[config.mk]
export PLATFORM = sky130hd
export DESIGN_NAME = format_spec_flag_parser
export DESIGN_NICKNAME = d
export VERILOG_FILES = /design/src/rtl/core/fsfp_pkg.sv /design/src/rtl/core/fsfp_digit_acc.sv /design/src/rtl/core/format_spec_flag_parser.sv
export SDC_FILE = /design/constraint.sdc
export NUM_CORES = 1
export LEC_CHECK = 0
export BUFFER_PORTS_ARGS = -buffer_cell sky130_fd_sc_hd__buf_2
export CAP_MARGIN = 0
export CORE_AREA = 2 2 135 163
export DETAILED_ROUTE_END_ITERATION = 16
export DIE_AREA = 0 0 137 165
export PLACE_DENSITY = 0.51
export SETUP_SLACK_MARGIN = 0.15
export SLEW_MARGIN = 10
export SYNTH_ARGS = -nofsm -noshare
export SYNTH_HDL_FRONTEND = slang
export SYNTH_HIERARCHICAL = 1
export SYNTH_SLANG_ARGS = --single-unit
[constraint.sdc]
create_clock -name clock -period 6 [get_ports clock]
set_input_delay 0.6 -clock clock [delete_from_list [all_inputs] [get_ports clock]]
set_output_delay 0.6 -clock clock [all_outputs]
set_load 0.005 [all_outputs]
[src/rtl/core/fsfp_pkg.sv]
// shared types and character codes for the format spec flag parser
`timescale 1ns / 1ps

package fsfp_pkg;

   // default accumulator width for field width and precision
   localparam int NUMBER_BITS_DEF = 16;

   // character codes
   localparam logic [7:0] CHAR_HASH  = 8'h23;
   localparam logic [7:0] CHAR_ZERO  = 8'h30;
   localparam logic [7:0] CHAR_ONE   = 8'h31;
   localparam logic [7:0] CHAR_NINE  = 8'h39;
   localparam logic [7:0] CHAR_PLUS  = 8'h2B;
   localparam logic [7:0] CHAR_MINUS = 8'h2D;
   localparam logic [7:0] CHAR_SPACE = 8'h20;
   localparam logic [7:0] CHAR_DOT   = 8'h2E;
   localparam logic [7:0] CHAR_H     = 8'h68;
   localparam logic [7:0] CHAR_L     = 8'h6C;
   localparam logic [7:0] CHAR_J     = 8'h6A;
   localparam logic [7:0] CHAR_Z     = 8'h7A;

   // attribute flag bit positions
   localparam int FLAG_ALT   = 0;
   localparam int FLAG_ZERO  = 1;
   localparam int FLAG_PLUS  = 2;
   localparam int FLAG_LEFT  = 3;
   localparam int FLAG_SPACE = 4;

   // length modifier levels
   localparam logic [1:0] LEVEL_NONE   = 2'd0;
   localparam logic [1:0] LEVEL_SINGLE = 2'd1;
   localparam logic [1:0] LEVEL_DOUBLE = 2'd2;

   // input transaction
   typedef struct packed {
      logic [7:0] char_in;
      logic       spec_start;
   } req_type;

   // result transaction
   typedef struct packed {
      logic [7:0]  conv_char;
      logic [4:0]  attr_flags;
      logic [15:0] min_width;
      logic [15:0] prec_value;
      logic        has_precision;
      logic [1:0]  short_level;
      logic [1:0]  long_level;
      logic        intmax_mod;
      logic        sizet_mod;
   } rsp_type;

endpackage

[src/rtl/core/fsfp_digit_acc.sv]
// saturating decimal accumulate: acc * 10 + digit, clamped to all ones
`timescale 1ns / 1ps

module fsfp_digit_acc
   import fsfp_pkg::*;
#(
   parameter int NUMBER_BITS = NUMBER_BITS_DEF
) (
   input  logic [NUMBER_BITS-1:0] acc_val,
   input  logic [7:0]             digit_char,
   output logic [NUMBER_BITS-1:0] next_val
);

   localparam int SUM_BITS = NUMBER_BITS + 4;

   logic [3:0]          digit_off;
   logic [SUM_BITS-1:0] acc_ext;
   logic [SUM_BITS-1:0] sum_val;

   // times ten as two shifts and an add, then the digit
   always_comb begin
      digit_off = 4'(digit_char - CHAR_ZERO);
      acc_ext   = {4'b0000, acc_val};
      sum_val   = (acc_ext << 3) + (acc_ext << 1) + SUM_BITS'(digit_off);
   end

   // clamp on any overflow into the top bits
   assign next_val = (sum_val[SUM_BITS-1:NUMBER_BITS] != 4'b0000) ?
                     {NUMBER_BITS{1'b1}} : sum_val[NUMBER_BITS-1:0];

endmodule

[src/rtl/core/format_spec_flag_parser.sv]
// top level of the format spec flag parser
`timescale 1ns / 1ps

// Streaming parser for the text after a percent sign in a printf style
// format. One character is taken per clock cycle, the first of each
// specification marked by spec_start. Flags, field width, precision and
// length modifiers are collected in state registers; the first character
// that fits none of them is returned with every parsed field in the cycle
// after it was taken, from a single result register. The input stalls only
// while that register holds a result that the output side is stalling, so
// the sustained rate is one character per cycle. Width and precision
// accumulate in NUMBER_BITS wide registers, saturate at all ones and are
// presented as 16 bits.

module format_spec_flag_parser
   import fsfp_pkg::*;
#(
   parameter int NUMBER_BITS = NUMBER_BITS_DEF
) (
   input  logic    clock,
   input  logic    reset,
   input  logic    req_valid,
   output logic    req_stall,
   input  req_type req_data,
   output logic    rsp_valid,
   input  logic    rsp_stall,
   output rsp_type rsp_data
);

   typedef enum logic [2:0] {
      PH_IDLE,
      PH_ATTR,
      PH_WIDTH,
      PH_PREC,
      PH_LEN
   } phase_type;

   phase_type              phase_ff, phase_in;
   logic [4:0]             attr_ff, attr_in;
   logic [NUMBER_BITS-1:0] width_ff, width_in;
   logic [NUMBER_BITS-1:0] prec_ff, prec_in;
   logic                   prec_seen_ff, prec_seen_in;
   logic [1:0]             short_ff, short_in;
   logic [1:0]             long_ff, long_in;
   logic                   j_seen_ff, j_seen_in;
   logic                   z_seen_ff, z_seen_in;
   logic                   open_h_ff, open_h_in;
   logic                   open_l_ff, open_l_in;
   logic                   rsp_valid_ff, rsp_valid_in;
   rsp_type                rsp_data_ff, rsp_data_in;

   // working view of the state, cleared when a new spec starts
   phase_type              cur_phase;
   logic [4:0]             cur_attr;
   logic [NUMBER_BITS-1:0] cur_width;
   logic [NUMBER_BITS-1:0] cur_prec;
   logic                   cur_prec_seen;
   logic [1:0]             cur_short;
   logic [1:0]             cur_long;
   logic                   cur_j;
   logic                   cur_z;
   logic                   cur_open_h;
   logic                   cur_open_l;

   logic                   accept;
   logic [7:0]             ch;
   logic                   is_digit;
   logic                   is_nonzero;
   logic                   is_len;
   logic                   is_attr;
   logic [4:0]             attr_mask;
   logic                   taken;
   logic [4:0]             flags_out;
   logic [NUMBER_BITS-1:0] width_next;
   logic [NUMBER_BITS-1:0] prec_next;

   // transaction handshake
   assign accept    = req_valid & ~req_stall;
   assign req_stall = rsp_valid_ff & rsp_stall;
   assign rsp_valid = rsp_valid_ff;
   assign rsp_data  = rsp_data_ff;
   assign ch        = req_data.char_in;

   // character classes
   always_comb begin
      is_digit   = (ch >= CHAR_ZERO) && (ch <= CHAR_NINE);
      is_nonzero = (ch >= CHAR_ONE) && (ch <= CHAR_NINE);
      is_len     = (ch == CHAR_H) || (ch == CHAR_L) || (ch == CHAR_J) || (ch == CHAR_Z);
      attr_mask  = '0;
      unique case (ch)
         CHAR_HASH:  attr_mask[FLAG_ALT]   = 1'b1;
         CHAR_ZERO:  attr_mask[FLAG_ZERO]  = 1'b1;
         CHAR_PLUS:  attr_mask[FLAG_PLUS]  = 1'b1;
         CHAR_MINUS: attr_mask[FLAG_LEFT]  = 1'b1;
         CHAR_SPACE: attr_mask[FLAG_SPACE] = 1'b1;
         default:    attr_mask = '0;
      endcase
      is_attr = (attr_mask != '0);
   end

   // state seen by this character
   always_comb begin
      if (req_data.spec_start) begin
         cur_phase     = PH_ATTR;
         cur_attr      = '0;
         cur_width     = '0;
         cur_prec      = '0;
         cur_prec_seen = 1'b0;
         cur_short     = LEVEL_NONE;
         cur_long      = LEVEL_NONE;
         cur_j         = 1'b0;
         cur_z         = 1'b0;
         cur_open_h    = 1'b0;
         cur_open_l    = 1'b0;
      end else begin
         cur_phase     = phase_ff;
         cur_attr      = attr_ff;
         cur_width     = width_ff;
         cur_prec      = prec_ff;
         cur_prec_seen = prec_seen_ff;
         cur_short     = short_ff;
         cur_long      = long_ff;
         cur_j         = j_seen_ff;
         cur_z         = z_seen_ff;
         cur_open_h    = open_h_ff;
         cur_open_l    = open_l_ff;
      end
   end

   // decimal accumulators for width and precision
   fsfp_digit_acc #(
      .NUMBER_BITS(NUMBER_BITS)
   ) u_width_acc (
      .acc_val    (cur_width),
      .digit_char (ch),
      .next_val   (width_next)
   );

   fsfp_digit_acc #(
      .NUMBER_BITS(NUMBER_BITS)
   ) u_prec_acc (
      .acc_val    (cur_prec),
      .digit_char (ch),
      .next_val   (prec_next)
   );

   // flag overrides applied at emit
   always_comb begin
      flags_out = cur_attr;
      if (cur_attr[FLAG_LEFT] || cur_prec_seen) begin
         flags_out[FLAG_ZERO] = 1'b0;
      end
      if (cur_attr[FLAG_PLUS]) begin
         flags_out[FLAG_SPACE] = 1'b0;
      end
   end

   // per character phase step
   always_comb begin
      phase_in     = phase_ff;
      attr_in      = attr_ff;
      width_in     = width_ff;
      prec_in      = prec_ff;
      prec_seen_in = prec_seen_ff;
      short_in     = short_ff;
      long_in      = long_ff;
      j_seen_in    = j_seen_ff;
      z_seen_in    = z_seen_ff;
      open_h_in    = open_h_ff;
      open_l_in    = open_l_ff;
      rsp_valid_in = rsp_valid_ff & rsp_stall;
      rsp_data_in  = rsp_data_ff;
      taken        = 1'b0;

      if (accept && (cur_phase != PH_IDLE)) begin
         phase_in     = cur_phase;
         attr_in      = cur_attr;
         width_in     = cur_width;
         prec_in      = cur_prec;
         prec_seen_in = cur_prec_seen;
         short_in     = cur_short;
         long_in      = cur_long;
         j_seen_in    = cur_j;
         z_seen_in    = cur_z;
         open_h_in    = cur_open_h;
         open_l_in    = cur_open_l;

         // flags, width and precision phases
         unique case (cur_phase)
            PH_ATTR: begin
               if (is_attr) begin
                  attr_in = cur_attr | attr_mask;
                  taken   = 1'b1;
               end else if (is_nonzero) begin
                  width_in = width_next;
                  phase_in = PH_WIDTH;
                  taken    = 1'b1;
               end else if (ch == CHAR_DOT) begin
                  prec_seen_in = 1'b1;
                  prec_in      = '0;
                  phase_in     = PH_PREC;
                  taken        = 1'b1;
               end
            end
            PH_WIDTH: begin
               if (is_digit) begin
                  width_in = width_next;
                  taken    = 1'b1;
               end else if (ch == CHAR_DOT) begin
                  prec_seen_in = 1'b1;
                  prec_in      = '0;
                  phase_in     = PH_PREC;
                  taken        = 1'b1;
               end
            end
            PH_PREC: begin
               if (is_digit) begin
                  prec_in = prec_next;
                  taken   = 1'b1;
               end
            end
            default: begin
               taken = 1'b0;
            end
         endcase

         // length modifiers, else emit the conversion character
         if (!taken) begin
            if (is_len) begin
               open_h_in = 1'b0;
               open_l_in = 1'b0;
               phase_in  = PH_LEN;
               if (ch == CHAR_H) begin
                  if (cur_open_h) begin
                     short_in = LEVEL_DOUBLE;
                  end else begin
                     short_in  = LEVEL_SINGLE;
                     open_h_in = 1'b1;
                  end
               end else if (ch == CHAR_L) begin
                  if (cur_open_l) begin
                     long_in = LEVEL_DOUBLE;
                  end else begin
                     long_in   = LEVEL_SINGLE;
                     open_l_in = 1'b1;
                  end
               end else if (ch == CHAR_J) begin
                  j_seen_in = 1'b1;
               end else begin
                  z_seen_in = 1'b1;
               end
            end else begin
               rsp_valid_in              = 1'b1;
               rsp_data_in.conv_char     = ch;
               rsp_data_in.attr_flags    = flags_out;
               rsp_data_in.min_width     = 16'(cur_width);
               rsp_data_in.prec_value    = 16'(cur_prec);
               rsp_data_in.has_precision = cur_prec_seen;
               rsp_data_in.short_level   = cur_short;
               rsp_data_in.long_level    = cur_long;
               rsp_data_in.intmax_mod    = cur_j;
               rsp_data_in.sizet_mod     = cur_z;
               phase_in     = PH_IDLE;
               attr_in      = '0;
               width_in     = '0;
               prec_in      = '0;
               prec_seen_in = 1'b0;
               short_in     = LEVEL_NONE;
               long_in      = LEVEL_NONE;
               j_seen_in    = 1'b0;
               z_seen_in    = 1'b0;
               open_h_in    = 1'b0;
               open_l_in    = 1'b0;
            end
         end
      end
   end

   // state and result registers
   always_ff @(posedge clock) begin
      if (reset) begin
         phase_ff     <= PH_IDLE;
         attr_ff      <= '0;
         width_ff     <= '0;
         prec_ff      <= '0;
         prec_seen_ff <= 1'b0;
         short_ff     <= LEVEL_NONE;
         long_ff      <= LEVEL_NONE;
         j_seen_ff    <= 1'b0;
         z_seen_ff    <= 1'b0;
         open_h_ff    <= 1'b0;
         open_l_ff    <= 1'b0;
         rsp_valid_ff <= 1'b0;
      end else begin
         phase_ff     <= phase_in;
         attr_ff      <= attr_in;
         width_ff     <= width_in;
         prec_ff      <= prec_in;
         prec_seen_ff <= prec_seen_in;
         short_ff     <= short_in;
         long_ff      <= long_in;
         j_seen_ff    <= j_seen_in;
         z_seen_ff    <= z_seen_in;
         open_h_ff    <= open_h_in;
         open_l_ff    <= open_l_in;
         rsp_valid_ff <= rsp_valid_in;
      end
      rsp_data_ff <= rsp_data_in;
   end

endmodule
## Yosys cells after proc, flatten, opt, wreduce, memory -nomap -nowiden

Index checks and enable logic that the tools add are counted.

- Eq/ne operators: 13
- Order comparisons: 3
- Multiplexer cells: 88
- Bitwise logic cells: 6
- Reductions and logical operators: 12
- Add/subtract/negate cells: 5

Operator list:

| kind | number |
|---|---|
| $mux 16 | 16 |
| $eq 8x6->1 const B | 6 |
| $pmux 16 s3 | 1 |
| $mux 1 | 44 |
| $add 19x17->20 | 2 |
| $add 20x4->20 | 2 |
| $eq 8x7->1 const B | 4 |
| $pmux 16 s2 | 1 |
| $mux 5 | 5 |
| $mux 2 | 11 |
| $mux 3 | 7 |
| $ge 8x6->1 const B | 2 |
| $le 8x6->1 const B | 1 |
| $reduce_bool 4->1 | 2 |
| $eq 3x2->1 const B | 2 |
| $pmux 3 s2 | 1 |
| $or 5x5->5 | 1 |
| $reduce_bool 5->1 | 1 |
| $logic_or 1x1->1 | 4 |
| $sub 4x1->4 const B | 1 |
| $eq 3x1->1 const B | 1 |
| $logic_and 1x1->1 | 3 |
| $not 1->1 | 3 |
| $pmux 1 s3 | 1 |
| 4 further kinds | 5 |

- Bits of input ports: 13
- Output and inout bits: 54
- Logic and storage cells: 150
- Flip-flop bits (word level): 102

## Depth between registers and ports, before layout

Gate-level depths: netlist of the first run.

- Depth after elaboration: 10
- Depth in mapped cells: 17
- Mapped depth without buffers: 14

## By module

Netlist of the first run, hierarchy kept.

Modules (own cells, without submodules):

| module | cells an instance | area an instance (µm²) | sequential area each (µm²) | instances |
|---|---|---|---|---|
| format_spec_flag_parser | 326 | 4025.1 | 2562.5 | 1 |
| fsfp_digit_acc | 145 | 1107.3 | 0.0 | 2 |

## Least setup slack after synthesis of the first run

No wires, ideal clock.

- Path type: input to register
- Start point: in req_data[0] in the netlist's numbering
- End point: reg width_ff[3]
- Buffers on the path: 3
- Stages: 15
- Arrival time: 4440 ps
- Library setup time: 117 ps
- Required time: 5883 ps
- Path slack: 1443 ps
- Cells stage by stage: buf_2 > clkbuf_1 > clkbuf_1 > nor2b_1 > fa_1 > inv_1 > fa_1 > nand2b_1 > a21oi_1 > nor2b_1 > o41ai_1 > xor2_1 > or4_1 > or3b_1 > a22o_1

- Longest elaborated chain between the ends: 10
- Elaborated cells between the ends (all ways): 19
- Classes of those cells: add/sub: 2; eq/ne: 3; mux: 11; reduce/logical: 3

Ends and longest elaborated chain:

| item | line | source |
|---|---|---|
| from (decl) | format_spec_flag_parser.sv:24 | `input req_type req_data,` |
| $mux 16 * | format_spec_flag_parser.sv:103 | `if (req_data.spec_start) begin` |
| net cur_width[0] | format_spec_flag_parser.sv:55 | `logic [NUMBER_BITS-1:0] cur_width;` |
| $add 19x17->20 * | fsfp_digit_acc.sv:24 | `sum_val = (acc_ext << 3) + (acc_ext << 1) + SUM_BITS'(digit_off);` |
| $add 20x4->20 * | fsfp_digit_acc.sv:24 |  |
| $reduce_bool 4->1 | fsfp_digit_acc.sv:28 | `assign next_val = (sum_val[SUM_BITS-1:NUMBER_BITS] != 4'b0000) ?` |
| $mux 16 * | fsfp_digit_acc.sv:28 |  |
| net width_next[3] | format_spec_flag_parser.sv:74 | `logic [NUMBER_BITS-1:0] width_next;` |
| $mux 16 | format_spec_flag_parser.sv:194 | `end else if (is_nonzero) begin` |
| $mux 16 | format_spec_flag_parser.sv:191 | `if (is_attr) begin` |
| $pmux 16 s2 * | format_spec_flag_parser.sv:189 | `unique case (cur_phase)` |
| $mux 16 | format_spec_flag_parser.sv:229 | `if (is_len) begin` |
| $mux 16 * | format_spec_flag_parser.sv:228 | `if (!taken) begin` |
| to (signal assigned) | format_spec_flag_parser.sv:297 | `width_ff <= width_in;` |
| to (decl) | format_spec_flag_parser.sv:40 | `logic [NUMBER_BITS-1:0] width_ff, width_in;` |

The timed path passes the listed nets; every way through them passes the cells marked *. The select of a mux whose other input is x is not followed.
A chain may end at the register's enable or synchronous reset.

## Final worst setup path of the first run

- Start point: in req_data[0] in the netlist's numbering
- End point: reg width_ff[4]

Same word-level chain as after synthesis.

==> summary.md, run 1 <==
| Metric | Value |
|---|---|
| Final Skew | 7.110 ps |
| Vias in the first global route | around 5000 |
| Routed WL | 15620 um |
| CTS root buf | clkbuf_16 |
| CTS tree | built |
| Clock sinks | between 100 and 150 |
| First-pass GRT wire length | 25230 um |
| Worst-Skew Late Latency | between 300 and 400 ps |
| FF+latch count, synth | just over 100 |
| Ant diodes | 0 |
| Layout cells sized above 1 | between 15 and 20% |
| Async SR Flop Fraction | 0% |
| Yosys cell types | 64 |
| Quantity of gates resized following cts | 0 |
| Core area | 0.02090 mm^2 |
| Via density | 5.119 |
| Post-synthesis instance total | about 600 |
| CP peak stage delay | just over 600 ps |
| Origin of the critical flop-to-flop path | width_ff[0] |
| Worst Path Required | 6250 ps |
| CP startpoint | req_data[0] |
| H-tree Lvls | 3 |
| Filler cells | between 2000 and 2500 |
| Rel. slew slack | around a fifth |
| Post-DP HPWL | between 10000 and 15000 um |
| Num CTS Buffers | 9 |
| Seq. cell area | about 0.0026 mm^2 |
| Multi-input gate area | around 0.0035 mm^2 |
| Slew @ Worst Pin | 1184 ps |
| Syn Area/Cell | slightly above 10 um^2 |
| Max VDD drop | 0.1266 mV |
| # DRC | 0 |
| PD cells | 213.1 mW/mm^2 |
| Fin crit share | 72.28% |
| Initial Util | 29.86% |
| Crit start category | input port |
| RSZ-0062 raised after global routing | false |
| Starting DRT DRC Count | 310 |
| Period minus WS final | around 4300 ps |
| Grt ovf | 0 |
| WHS | ~470 ps |
| Crit-path slowest cell | fa_1 |
| Via count | ~4900 |
| WP data arrival | between 4000 and 5000 ps |
| Die height | around 170 um |
| Worst Path Max Fanout | 32 |
| Number of synthesized flops with an enable pin | 52 |
| Status | completed |
| Antenna violations before repair | 2 |
| Area of the die | around 0.023 mm^2 |
| Max Fclk | approximately 230 MHz |
| # port buffers | between 60 and 70 |
| Die W | between 100 and 150 um |
| Kind of critical path | in -> reg |
| Wirelength per Cell | ~16 um |
| Synth Flop Type | edfxtp_1 |
| Fin. Hold Viols | 0 |
| Largest net degree at the start of global routing | 33 |
| R2R Setup Slk | ~2100 ps |
| Min-Delay Path Class | reg -> reg |
| Design Area, Final | 0.007206 mm^2 |
| Syn Std Cell Area | 0.006240 mm^2 |
| Layout area overhead | 15.48% |
| Final Setup Violations | 0 |
| Nets | ~760 |
| Setup TNS | 0 ps |
| Min-Delay Startpoint | prec_ff[4] |
| Max clock buf depth | 2 |
| Gp weighted congestion | 0.8789 |
| Net Count, Synth | between 600 and 700 |
| Worst-path clk slew | approximately 70 ps |
| Drt pass-1 iters | 4 |
| Cell Rows | just under 60 |
| Post-CTS Setup Bufs | 0 |
| Worst Setup End Kind | flip-flop |
| Power, Total | 1.535 mW |
| Hold buffer count at cts | 0 |
| IO Pins | between 60 and 70 |
| Cells along the critical path | buf_2 > nor2b_1 > fa_1 > inv_1 > fa_1 > nand2b_1 > a21oi_1 > nor2b_1 > o41ai_1 > xor2_1 > or4_1 > or3_1 > a22o_1 |
| Yosys warns | 6 |
| Post-DRT Antenna Nets | 0 |
| Dpl cell area | a little under 0.007 mm^2 |
| Max Cap Viol | 0 |
| GRT Overall Usage | between 10% and 20% |
| Sequential-to-total area share from yosys stat | just over 40% |
| Leakage power | 3.133 nW |
| Slew Viols, Final | 0 |
[critical path: cells and delay by family]
family / cells / cell delay [ps]
simple gates: 5 / 1430
buf+inv: 2 / 560
compound gates: 3 / 840
xor+xnor: 1 / 150
fa+ha+maj: 2 / 1000
[routing by layer]
layer,wire length [um],GRT usage [%],share of wire (%),vias to the layer above
met5,11,0,0.070,-
met1,6854,17.19,44,2346
li1,-,-,-,2408
met3,537,2.087,3.4,26
met4,301,5.530,1.9,2
met2,7920,24.85,51,91
[logic make-up after synthesis]
kind of cell	after synthesis	share of synthesized area [%]
simple gates	202	17.67
compound gates	174	20.23
flops	102	41.07
fa+ha+maj	66	13.72
buf+inv	42	3.068
xor+xnor	29	4.071
mux	1	0.1805
[synthesized netlist by cell type, types with 3 or more instances]
cell type	n	area, um^2
nand3_1	10	50.05
xnor2_1	13	113.9
clkbuf_1	11	41.29
a31oi_1	5	31.28
xor2_1	16	140.1
a211oi_2	4	50.05
nor3_1	14	70.07
a22o_1	31	271.5
inv_1	20	75.07
or4_1	4	30.03
a21boi_0	4	30.03
nor2_1	25	93.84
o21ai_0	29	145.1
ha_1	62	775.7
dfxtp_1	50	1001
nor2b_1	46	287.8
edfxtp_1	52	1562
nand4_1	8	50.05
a211oi_1	4	30.03
or3_1	4	25.02
fa_1	4	80.08
nand2b_1	14	87.58
a21oi_1	52	260.3
buf_6	3	33.78
a21o_1	6	45.04
nand2_1	56	210.2
a32o_1	3	30.03
buf_2	6	30.03
o211ai_1	10	75.07
[worst paths after layout]
kind                            depth (start not counted)     endpoint
worst max-delay path                                   13  width_ff[4]
worst min-delay path                                    1   prec_ff[4]
worst max register to register                         13  width_ff[4]
worst min register to register                          1   prec_ff[4]
[stage by stage]
stage / cells / utilization [%] / worst slack, ps
after floorplan: 616 / - / 1443
after global routing: 952 / 34.48 / 1431
after detailed placement: 936 / 32.75 / 1281
final: 952 / 34.48 / 1663
after CTS: 952 / 34.48 / 1655
after global placement: 936 / 32.75 / 1395
[layout make-up]
class,count,area share [%]
clock buffer,12,4.011
sequential,102,35.56
multi-input combinational,472,48.48
inverter,20,1.042
clock inverter,4,1.007
timing repair buffer,72,5.209
tap,270,4.688
[sequential cells by signal, indices dropped and copies added (netlist names)]
register and count:
long_ff 2, open_l_ff 1, attr_ff 5, prec_ff 16, rsp_data 52, short_ff 2, width_ff 16, phase_ff 3
prec_seen_ff 1, rsp_valid 1, j_seen_ff 1, z_seen_ff 1, open_h_ff 1
[placed cells by master (no fill, tap or decap), types with 3 or more instances in the layout]
| cell | Yosys | routed |
|---|---|---|
| a211oi_1 | 4 | 4 |
| a211oi_2 | 4 | 4 |
| a21boi_0 | 4 | 4 |
| a21o_1 | 6 | 6 |
| a21oi_1 | 52 | 52 |
| a22o_1 | 31 | 31 |
| a31oi_1 | 5 | 5 |
| a32o_1 | 3 | 3 |
| buf_2 | 6 | 66 |
| buf_4 | 1 | 6 |
| clkbuf_16 | 0 | 11 |
| dfxtp_1 | 50 | 50 |
| edfxtp_1 | 52 | 52 |
| fa_1 | 4 | 4 |
| ha_1 | 62 | 62 |
| inv_1 | 20 | 20 |
| nand2_1 | 56 | 56 |
| nand2b_1 | 14 | 14 |
| nand3_1 | 10 | 10 |
| nand4_1 | 8 | 8 |
| nor2_1 | 25 | 24 |
| nor2b_1 | 46 | 46 |
| nor3_1 | 14 | 14 |
| o211ai_1 | 10 | 10 |
| o21ai_0 | 29 | 29 |
| or3_1 | 4 | 4 |
| or4_1 | 4 | 4 |
| xnor2_1 | 13 | 13 |
| xor2_1 | 16 | 16 |
[report_power, final]
part / internal (mW) / switching [mW]
Combinational: 0.0274 / 0.0616
Clock: 0.427 / 0.269
Sequential: 0.746 / 0.00374
Note: power is estimated with default switching activity, not from simulation.
==> run 2, diff against run 1 <==
Clock period 6 ns to 4.5 ns, I/O delays scaled along.
==> run 2 against run 1 <==
Non-clock buffer count up 5. Combinational power up 35%. Clock-buffer cell count down 2. Sequential power up 33%. Setup slack worse by 1000 ps. Sequential share of layout area up 0.27 points. Clock power up 5.3%. Hold slack worse by 130 ps.
==> summary.md, run 2 (same netlist as run 1, synthesis figures left out) <==
| Metric | Value |
|---|---|
| Area of the die | 0.02261 mm^2 (unchanged) |
| Fin. Hold Viols | 0 (unchanged) |
| Max Cap Viol | 0 (unchanged) |
| Setup TNS | 0 ps (unchanged) |
| Worst-path clk slew | 70 ps (about the same) |
| Leakage power | 3.112 nW (-0.65%) |
| WP data arrival | 4110 ps (-470 ps) |
| GRT Overall Usage | 13.97% (-0.15 points) |
| DP Worst Slack | 286.7 ps (-994.5 ps) |
| Layout area overhead | 14.62% |
| # port buffers | 66 (unchanged) |
| Hold buffer count at cts | 0 (unchanged) |
| CTS tree | built |
| Wirelength per Cell | 16.03 um (-2.3%) |
| Via density | 5.114 (about the same) |
| Final Setup Violations | 0 (unchanged) |
| Max VDD drop | 0.1668 mV (+32%) |
| Die height | 165 um (unchanged) |
| Post-DRT Antenna Nets | 0 (unchanged) |
| Drt pass-1 iters | 4 (unchanged) |
| Antenna violations before repair | 3 (+1) |
| First-pass GRT wire length | 24840 um (-1.5%) |
| Starting DRT DRC Count | 280 (-9.7%) |
| Worst-Skew Late Latency | 350 ps (about the same) |
| Min-Delay Path Class | in -> reg |
| # DRC | 0 (unchanged) |
| CTS root buf | clkbuf_16 |
| Nets | 761 (+0.66%) |
| Worst Setup End Kind | flip-flop |
| Crit start category | flip-flop |
| Clock sinks | 102 (unchanged) |
| Rel. slew slack | 35.28% (+14 points) |
| Post-DP HPWL | 11400 um (-2.3%) |
| Max Fclk | 258.9 MHz |
| RSZ-0062 raised after global routing | false |
| Filler cells | 2165 (+1.3%) |
| Routed WL | 15360 um (-1.7%) |
| Largest net degree at the start of global routing | 55 (+67%) |
| WHS | 344.3 ps (-128.8 ps) |
| Core area | 0.02090 mm^2 (unchanged) |
| Num CTS Buffers | 9 (unchanged) |
| Quantity of gates resized following cts | 0 (unchanged) |
| Initial Util | 29.86% (unchanged) |
| Grt ovf | 0 (unchanged) |
| Setup ws final | 637.8 ps (-1025 ps) |
| Via count | 4899 (+0.53%) |
| Cell Rows | 58 (unchanged) |
| Power, Total | 1.854 mW (+21%) |
| Slew @ Worst Pin | 967.4 ps (-216.9 ps) |
| Slew Viols, Final | 0 (unchanged) |
| Layout cells sized above 1 | 16.45% (+0.47 points) |
| Die W | 137 um (unchanged) |
| Max clock buf depth | 2 (unchanged) |
| Kind of critical path | reg -> reg |
| PD cells | 259.2 mW/mm^2 (+22%) |
| Period minus WS final | about 3900 ps |
| Post-CTS Setup Bufs | 0 (unchanged) |
| Gp weighted congestion | 0.8592 (-2.2%) |
| Worst Path Required | 4750 ps (-1500 ps) |
| Final Skew | 4.429 ps (-2.681 ps) |
| Highest-count cells in the layout ignoring fill and taps | buf_2, ha_1, nand2_1 |
| H-tree Lvls | 3 (unchanged) |
| IO Pins | 67 (unchanged) |
| Fin crit share | a little under nine tenths |
| Worst Path Max Fanout | 3 (-91%) |
| Commonest non-fill, non-tap cell in the layout | buf_2 |
| Vias in the first global route | 4852 (-2.2%) |
| Flip-flop count of the largest register after layout | 52 (unchanged) |
| Status | completed |
## run 2: path summary, 6_finish.rpt
| path | startpoint | endpoint | slack, ps | cells past startpoint |
|---|---|---|---|---|
| max | prec_ff[0] | prec_ff[3] | 640 | 13 |
| min | req_data[6] | rsp_data[49] | 340 | 1 |
| max reg2reg | prec_ff[0] | prec_ff[3] | 640 | 13 |
| min reg2reg | attr_ff[4] | attr_ff[4] | 470 | 1 |
## run 2: area by class of cell
| class | count | area [um^2] | area share [%] |
|---|---|---|---|
| antenna | 1 | 2.502 | 0.03499 |
| clock buffer | 10 | 229.0 | 3.202 |
| clock inverter | 6 | 38.79 | 0.5423 |
| inverter | 20 | 75.07 | 1.050 |
| multi-input combinational | 472 | 3493 | 48.85 |
| sequential | 102 | 2562 | 35.83 |
| tap | 270 | 337.8 | 4.724 |
| timing repair buffer | 77 | 412.9 | 5.773 |
## run 2: through the flow
| stage | cell area, um^2 | cells | util [%] |
|---|---|---|---|
| after floorplan | 6240 | 616 | - |
| after CTS | 7149 | 957 | 34.21 |
| final | 7152 | 958 | 34.22 |
| after detailed placement | 6882 | 941 | 32.93 |
| after global placement | 6882 | 941 | 32.93 |
| after global routing | 7152 | 958 | 34.22 |
## run 2: per-layer routing
metal | track usage (%) | up-vias | routed length [um] | share of wire, %
li1 | - | 2423 | - | -
met3 | 2.149 | 16 | 505 | 3.3
met2 | 24.65 | 78 | 7823 | 51
met4 | 5.576 | 2 | 266 | 1.7
met5 | 0 | - | 11 | 0.072
met1 | 16.86 | 2380 | 6755 | 44
## run 2: worst max-delay path: stages, from the launching register on
cell	delay, ps
dfxtp_1	330
nor2b_1	320
ha_1	210
ha_1	200
inv_1	80
fa_1	460
nand2b_1	180
a21oi_1	190
nor2b_1	110
o41ai_1	390
xor2_1	160
or4_1	580
or3b_1	370
a22o_1	200
## run 2: power by group
part	switching (mW)	total, mW	internal (mW)
registers	0.00520	1.00	0.995
clock network	0.359	0.734	0.375
logic	0.0817	0.120	0.0382
